<file path="src/hw/rtl/tlbs_pkg.sv">
// Shared constants, command codes and controller/datapath struct types
// for the table search core. No dependencies.
package tlbs_pkg;

  // table geometry
  localparam int MAX_ENTRIES = 1024;
  localparam int ADDR_W      = $clog2(MAX_ENTRIES);
  localparam int LEN_W       = ADDR_W + 1;

  // fixed field widths
  localparam int DATA_W = 32;
  localparam int CFG_W  = 11;
  localparam int CMD_W  = 2;
  localparam int POS_W  = 10;

  // input word command codes
  localparam logic [CMD_W-1:0] CMD_WRITE  = 2'd0;
  localparam logic [CMD_W-1:0] CMD_LINEAR = 2'd1;
  localparam logic [CMD_W-1:0] CMD_BINARY = 2'd2;

  // controller to datapath commands
  typedef struct packed {
    logic wr;          // store the accepted word in the table
    logic start_lin;   // latch key and count, clear scan index
    logic start_bin;   // latch key and count, set low/high bounds
    logic lin_rd;      // read at scan index, advance it
    logic bin_rd;      // read at midpoint, hold midpoint
    logic bin_upd;     // narrow bounds from last compare
    logic fin_lin_hit; // capture hit at last linear read position
    logic fin_bin_hit; // capture hit at held midpoint
    logic fin_miss;    // capture not-found
    logic out_load;    // move captured result into output register
  } ctl_t;

  // datapath to controller status
  typedef struct packed {
    logic lin_more;    // scan index below count
    logic rd_pend;     // linear read data valid this cycle
    logic eq;          // read data equals key
    logic bin_live;    // high bound at or above low bound
  } sts_t;

endpackage

</file>
<file path="src/hw/rtl/tlbs_ctrl.sv">
// Controller of the table search core: input/output handshake and
// search sequencing state machine. Uses tlbs_pkg.
module tlbs_ctrl (
  input  logic                         clk,
  input  logic                         rst_n,
  input  logic                         in_valid,
  output logic                         in_stall,
  input  logic [tlbs_pkg::CMD_W-1:0]   in_command,
  output logic                         out_valid,
  input  logic                         out_stall,
  output tlbs_pkg::ctl_t               ctl,
  input  tlbs_pkg::sts_t               sts
);

  localparam logic [2:0] S_IDLE = 3'd0;
  localparam logic [2:0] S_LIN  = 3'd1;
  localparam logic [2:0] S_BREQ = 3'd2;
  localparam logic [2:0] S_BCMP = 3'd3;
  localparam logic [2:0] S_DONE = 3'd4;

  logic [2:0] state_r, state_nxt;
  logic       out_valid_r, out_valid_nxt;
  logic       acc;
  logic       out_free;

  assign in_stall  = state_r != S_IDLE;
  assign acc       = in_valid && !in_stall;
  assign out_free  = !out_valid_r || !out_stall;
  assign out_valid = out_valid_r;

  // sequence one word at a time
  always_comb begin
    state_nxt = state_r;
    ctl       = '0;
    unique case (state_r)
      S_IDLE: begin
        if (acc) begin
          priority if (in_command == tlbs_pkg::CMD_WRITE) begin
            ctl.wr = 1'b1;
          end else if (in_command == tlbs_pkg::CMD_LINEAR) begin
            ctl.start_lin = 1'b1;
            state_nxt     = S_LIN;
          end else if (in_command == tlbs_pkg::CMD_BINARY) begin
            ctl.start_bin = 1'b1;
            state_nxt     = S_BREQ;
          end else begin
            state_nxt = S_IDLE;
          end
        end
      end
      S_LIN: begin
        // one read issued per cycle, each compared once its registered data arrives
        priority if (sts.rd_pend && sts.eq) begin
          ctl.fin_lin_hit = 1'b1;
          state_nxt       = S_DONE;
        end else if (!sts.lin_more && !sts.rd_pend) begin
          ctl.fin_miss = 1'b1;
          state_nxt    = S_DONE;
        end else begin
          ctl.lin_rd = sts.lin_more;
        end
      end
      S_BREQ: begin
        if (sts.bin_live) begin
          ctl.bin_rd = 1'b1;
          state_nxt  = S_BCMP;
        end else begin
          ctl.fin_miss = 1'b1;
          state_nxt    = S_DONE;
        end
      end
      S_BCMP: begin
        if (sts.eq) begin
          ctl.fin_bin_hit = 1'b1;
          state_nxt       = S_DONE;
        end else begin
          ctl.bin_upd = 1'b1;
          state_nxt   = S_BREQ;
        end
      end
      S_DONE: begin
        // wait for the output register to free up
        if (out_free) begin
          ctl.out_load = 1'b1;
          state_nxt    = S_IDLE;
        end
      end
      default: begin
        state_nxt = S_IDLE;
      end
    endcase
  end

  // output valid: set on load, drop when taken
  always_comb begin
    out_valid_nxt = out_valid_r;
    if (ctl.out_load) begin
      out_valid_nxt = 1'b1;
    end else if (out_valid_r && !out_stall) begin
      out_valid_nxt = 1'b0;
    end
  end

  always_ff @(posedge clk) begin
    if (!rst_n) begin
      state_r     <= S_IDLE;
      out_valid_r <= 1'b0;
    end else begin
      state_r     <= state_nxt;
      out_valid_r <= out_valid_nxt;
    end
  end

  // never overwrite a result that is still waiting
  a_no_overwrite: assert property (@(posedge clk) disable iff (!rst_n)
    ctl.out_load |-> out_free)
    else $error("result loaded over a stalled word");

  // a linear search word starts the scan in the next cycle
  a_lin_start: assert property (@(posedge clk) disable iff (!rst_n)
    (acc && in_command == tlbs_pkg::CMD_LINEAR) |=> state_r == S_LIN)
    else $error("linear search did not start");

  // a binary compare always follows its probe read
  a_bcmp_order: assert property (@(posedge clk) disable iff (!rst_n)
    (state_r == S_BCMP) |-> $past(ctl.bin_rd))
    else $error("binary compare without a probe read");

  // each finished search reaches the result stage
  a_fin_load: assert property (@(posedge clk) disable iff (!rst_n)
    (ctl.fin_lin_hit || ctl.fin_bin_hit || ctl.fin_miss) |=> state_r == S_DONE)
    else $error("finished search did not reach result stage");

endmodule
</file>
<file path="config.mk">
export PLATFORM = sky130hd
export DESIGN_NAME = tlbs_ctrl
export DESIGN_NICKNAME = d
export VERILOG_FILES = /design/src/hw/rtl/tlbs_pkg.sv /design/src/hw/rtl/tlbs_ctrl.sv
export SDC_FILE = /design/constraint.sdc
export NUM_CORES = 1
export LEC_CHECK = 0
export ABC_AREA = 0
export BUFFER_PORTS_ARGS = -buffer_cell sky130_fd_sc_hd__buf_2
export CELL_PAD_IN_SITES_DETAIL_PLACEMENT = 1
export CELL_PAD_IN_SITES_GLOBAL_PLACEMENT = 2
export CORE_MARGIN = 2
export CORE_UTILIZATION = 21
export DETAILED_ROUTE_END_ITERATION = 16
export PLACE_DENSITY = 0.82
export SLEW_MARGIN = 20
export SYNTH_ARGS = -nofsm -noshare
export SYNTH_HDL_FRONTEND = slang
export SYNTH_SLANG_ARGS = --single-unit
</file>
<file path="constraint.sdc">
create_clock -name clk -period 4.1 [get_ports clk]
set_input_delay 0.205 -clock clk [delete_from_list [all_inputs] [get_ports clk]]
set_output_delay 0.205 -clock clk [all_outputs]
set_load 0.01 [all_outputs]
</file>
==> impl_metrics.json, run 1 <==
{
  "clk-insertion-delay-late_ns": 0.23,
  "r2r_slack_ns": 2.51,
  "cts_max_level": 1,
  "ctsHoldBuffers": 0,
  "gp_congestion": 0.696,
  "wl_um": 926,
  "synthArstFlopShare_pct": 0,
  "syn_inst": 48,
  "syn-cell-area_um2": 363,
  "cts_sinks": 4,
  "cellPowerDensity_mw_per_mm2": 255,
  "die_x_um": 45.6,
  "ys_seq_area_share_pct": 22.1,
  "antenna_cells": 0,
  "viasPerCell": 4.83,
  "final_cell_mix": "buf_2, nor2_1, nand2_1",
  "relSlewSlack_pct": 77.9,
  "start_kind": "flop",
  "stdcell_area_um2": 482,
  "yosys.area.top_type": "dfxtp_1",
  "clockBufferDepth": 2,
  "vias": 415,
  "final_cells": 86,
  "max-vdd-ir-drop_v": 0.0000848,
  "drv_cap": 0,
  "r2r_start": "state_r[0]",
  "yosys_warnings": 0,
  "grt_max_degree": 12,
  "syn_nets": 58,
  "die-area_mm2": 0.00208,
  "place_hpwl_um": 753,
  "post-route-period-util_pct": 42.4,
  "finalHoldViolCount": 0,
  "tightest_slew_ns": 0.331,
  "fmax_mhz": 575,
  "wl_per_cell_um": 10.8,
  "critPathBufInv": 2,
  "wl_met2_um": 461,
  "wl_met3_um": 40,
  "cts-root-buf": "clkbuf_4",
  "synth_edf_count": 0,
  "met1_length_um": 423,
  "dr.pass1.iters": 2,
  "drive_gt1_share_pct": 39.1,
  "dp_cells": 83,
  "cp_data_arrival_time_ns": 1.54,
  "fin_hold_ws_ns": 0.219,
  "crit_path_top_delay_cell": "dfxtp_1",
  "dpl_cell_area_um2": 459,
  "worstSetupEndpointType": "output pin",
  "min_period_ns": 1.74,
  "hold_class": "in -> reg",
  "routed.top_layer": "met3",
  "worst_r2r_path_depth": 4,
  "synth_seq_cells": 4,
  "worstPathCellList": "nor3_1 -> inv_1 -> nor4b_1 -> buf_2",
  "antenna_found_initial": 0,
  "grt.total_usage_pct": 10.4,
  "ant_nets": 0,
  "yosys.area.top_type_share_pct": 22.1,
  "ys_types": 26,
  "power.leakage_nw": 0.241,
  "cts_repair_resize_count": 0,
  "drv_slew": 0,
  "setup_viol": 0,
  "grt_pass1_vias": 396,
  "layout_commonest_cell": "buf_2",
  "fin_skew_ns": 0.000244,
  "r2r_end": "state_r[2]",
  "status": "completed",
  "cts_setup_buffers": 0,
  "avgSynthCellArea_um2": 7.56,
  "core_mm2": 0.00167,
  "grt.overflow.total": 0,
  "slowest_delay_ns": 0.40,
  "cts.clk_slew.worst_paths_ns": 0.04,
  "grt_pass1_wl_um": 1570,
  "cts_tree": "done",
  "crit_family": "simple AND/OR/NAND/NOR gates",
  "rsz0062_at_grt": "false",
  "min_delay_path_depth": 2,
  "fin_setup_tns_ns": 0,
  "row_count": 15,
  "dieHeight_um": 45.6,
  "worst-path-max-fanout": 11,
  "drtIter0Drc": 3,
  "fin_nets": 81,
  "initial_core_util_pct": 21.7,
  "syn_to_final_growth_pct": 32.8,
  "synth-main-ff-cell": "dfxtp_1",
  "cp.required_ns": 3.89,
  "port_buffers": 21,
  "synthTopCellsByArea": "dfxtp_1, nor4b_1, buf_6",
  "criticalPathCategory": "reg -> out",
  "drcViolationCount": 0,
  "holdCritStartpoint": "rst_n",
  "ios": 22,
  "min_to": "state_r[2]",
  "cts_made_buffers": 3
}
-- logic make-up (layout without fill, tap and decap cells) --
kind of cell | after synthesis | count (layout) | synth area share (%)
AOI/OAI and AO/OA | 10 | 10 | 18.6
buffers and inverters | 6 | 27 | 11.4
DFF | 4 | 4 | 22.1
muxes | 1 | 1 | 2.76
and+or+nand+nor | 27 | 27 | 45.2
-- routing by layer --
layer,global-route usage [%],vias up
li1,-,216
met1,12.4,192
met2,17.2,7
met3,4.76,0
met4,1.76,0
met5,0,-
-- flip-flops by register name (all words and copies together) (netlist names) --
register and cells:
state_r 3, out_valid 1
-- metrics by stage --
stage / setup WS [ns] / utilization, % / power [mW]
global placement: 2.56 / 27.5 / 0.0759
global route: 2.21 / 28.8 / 0.134
CTS: 2.33 / 28.8 / 0.126
finish: 2.36 / 28.8 / 0.123
detailed placement: 2.51 / 27.5 / 0.0762
floorplan: 2.60 / - / 0.0648
-- worst max-delay path by stage --
stage | from | endpoint | slack, ns | cells past startpoint
2_1_floorplan | state_r[1] | ctl[8] | 2.60 | 4
3_3_place_gp | state_r[0] | state_r[2] | 2.56 | 4
3_5_place_dp | state_r[0] | state_r[2] | 2.51 | 4
4_1_cts | state_r[0] | ctl[8] | 2.33 | 4
5_1_grt | state_r[0] | ctl[8] | 2.21 | 4
6_report | state_r[0] | ctl[8] | 2.36 | 4
-- cell type report --
cell class / count / area (um2)
inverters: 3 / 11.3
clock buffers: 3 / 22.5
multi-input cells: 38 / 241
fillers: 222 / 1190
repair buffers: 21 / 105
well taps: 17 / 21.3
flip-flops and latches: 4 / 80.1
-- synth_stat cells (2+ instances only) --
master,n
nor4b_1,3
buf_6,2
nand2_1,6
nor3_1,2
inv_1,3
nor3b_1,2
nor2_1,6
a21oi_1,3
dfxtp_1,4
-- report_power, final --
part	switching [mW]	total [mW]	internal, mW	leakage [nW]
clock	0.0147	0.0474	0.0327	0.0138
combinational	0.0162	0.0310	0.0148	0.194
sequential	0.00346	0.0443	0.0408	0.0325
total	0.0344	0.123	0.0883	0.241
-- worst reg2reg max path, delay by kind of cell, from the launching register on --
| kind | cells | cell delay (ns) |
|---|---|---|
| and+or+nand+nor | 3 | 0.85 |
| DFF | 1 | 0.51 |
| AOI/OAI and AO/OA | 1 | 0.12 |
(Power assumes the default switching activity.)
==> run 2, diff against run 1 <==
--- a/config.mk
+++ b/config.mk
@@ -10,9 +10,9 @@
 export CELL_PAD_IN_SITES_DETAIL_PLACEMENT = 1
 export CELL_PAD_IN_SITES_GLOBAL_PLACEMENT = 2
 export CORE_MARGIN = 2
-export CORE_UTILIZATION = 21
+export CORE_UTILIZATION = 20
 export DETAILED_ROUTE_END_ITERATION = 16
-export PLACE_DENSITY = 0.82
+export PLACE_DENSITY = 0.79
 export SLEW_MARGIN = 20
 export SYNTH_ARGS = -nofsm -noshare
 export SYNTH_HDL_FRONTEND = slang
==> constraint.sdc (replaced) <==
create_clock -name clk -period 1.7 [get_ports clk]
set_input_delay 0.085 -clock clk [delete_from_list [all_inputs] [get_ports clk]]
set_output_delay 0.085 -clock clk [all_outputs]
set_load 0.01 [all_outputs]
==> impl_metrics.json, run 2 (synthesized netlist as in run 1, its figures left out) <==
{
  "crit_family": "simple AND/OR/NAND/NOR gates",
  "cts_made_buffers": 3,
  "crit_path_top_delay_cell": "dfxtp_1",
  "initial_core_util_pct": 21.2,
  "switchingPower_uw": 85.6,
  "cts_tree": "done",
  "critPathBufInv": 2,
  "slowest_delay_ns": 0.39,
  "dp_cells": 92,
  "sequentialPowerShare_pct": 35.0,
  "viasPerCell": 4.55,
  "setup_viol": 0,
  "cp_data_arrival_time_ns": 1.44,
  "hold_class": "in -> reg",
  "ctsHoldBuffers": 0,
  "power.leakage_nw": 0.247,
  "place_hpwl_um": 765,
  "drive_gt1_share_pct": 41.4,
  "worstSetupEndpointType": "output pin",
  "worst-path-max-fanout": 10,
  "dieHeight_um": 46.6,
  "final_cells": 95,
  "vias": 432,
  "antenna_found_initial": 0,
  "start_kind": "flop",
  "drtIter0Drc": 10,
  "layout_commonest_cell": "buf_2",
  "drv_cap": 0,
  "p_comb_share_pct": 26.7,
  "grt.total_usage_pct": 8.67,
  "ant_nets": 0,
  "antenna_cells": 0,
  "wl_um": 978,
  "clk-insertion-delay-late_ns": 0.23,
  "port_buffers": 21,
  "grt_pass1_vias": 357,
  "criticalPathCategory": "reg -> out",
  "setup_ws_ns": 0.179,
  "top_register": "state_r",
  "ios": 22,
  "largest_reg_flops": 3,
  "fin_nets": 82,
  "wl_per_cell_um": 10.3,
  "fin_skew_ns": 0.00138,
  "cts_sinks": 4,
  "clockBufferDepth": 2,
  "tightest_slew_ns": 0.319,
  "syn_to_final_growth_pct": 39.0,
  "die_x_um": 46.6,
  "grt.overflow.total": 0,
  "min_period_ns": 1.52,
  "dr.pass1.iters": 4,
  "fin_setup_tns_ns": 0,
  "die-area_mm2": 0.00217,
  "cts-root-buf": "clkbuf_4",
  "relSlewSlack_pct": 78.7,
  "grt_max_degree": 11,
  "power_frac_clock_pct": 38.3,
  "cts_max_level": 1,
  "final_cell_mix": "buf_2, nor2_1, nand2_1",
  "fmax_mhz": 657,
  "gp_congestion": 0.690,
  "cts.clk_slew.worst_paths_ns": 0.04,
  "place_ws_ns": 0.261,
  "finalPower_uw": 301,
  "cp.required_ns": 1.62,
  "post-route-period-util_pct": 89.5,
  "swShare_pct": 28.4,
  "drv_slew": 0,
  "p_int_uw": 215,
  "row_count": 15,
  "fin_hold_ws_ns": 0.0989,
  "core_mm2": 0.00171,
  "drcViolationCount": 0,
  "max-vdd-ir-drop_v": 0.000184,
  "worstPathCellList": "nor3_2 -> inv_1 -> nor4b_1 -> buf_2",
  "cellPowerDensity_mw_per_mm2": 597,
  "status": "completed",
  "finalHoldViolCount": 0,
  "grt_pass1_wl_um": 1350
}
run 2: cell type report:
cell class                      instances  area (um2)
Multi-Input combinational cell         38         246
Timing Repair Buffer                   22         113
Inverter                                3        11.3
Sequential cell                         4        80.1
Tap cell                               25        31.3
Clock buffer                            3        22.5
Fill cell                             226        1200
run 2: path summary, 6_finish.rpt:
path	endpoint	slack [ns]	start	cells after the start
worst min register to register	out_valid	0.52	out_valid	2
worst max register to register	state_r[2]	0.24	state_r[1]	4
worst min-delay path	state_r[0]	0.1	rst_n	2
worst max-delay path	ctl[8]	0.18	state_r[1]	4
run 2: power by group through the flow:
stage	clock network [mW]	registers [mW]	logic [mW]
5_1_grt	0.126	0.106	0.0910
4_1_cts	0.122	0.104	0.0798
3_5_place_dp	0	0.106	0.0795
2_1_floorplan	0	0.103	0.0531
6_report	0.115	0.105	0.0804
3_3_place_gp	0	0.105	0.0799
run 2: timing repair:
action | CTS | global route
buffers inserted | 0 | 0
setup endpoints to repair | 0 | 2
gates resized for setup | 0 | 1
run 2: per-stage QoR:
step,area (um2),utilization [%]
detailed placement,477,27.9
global placement,477,27.9
global route,504,29.5
floorplan,363,-
CTS,499,29.2
finish,504,29.5
run 2: routing by layer:
layer | vias up | GRT usage (%) | wire length (um)
met4 | 0 | 5.14 | 0
met3 | 0 | 1.18 | 30
li1 | 220 | - | -
met5 | - | 0 | 0
met1 | 204 | 9.95 | 426
met2 | 8 | 15.0 | 522
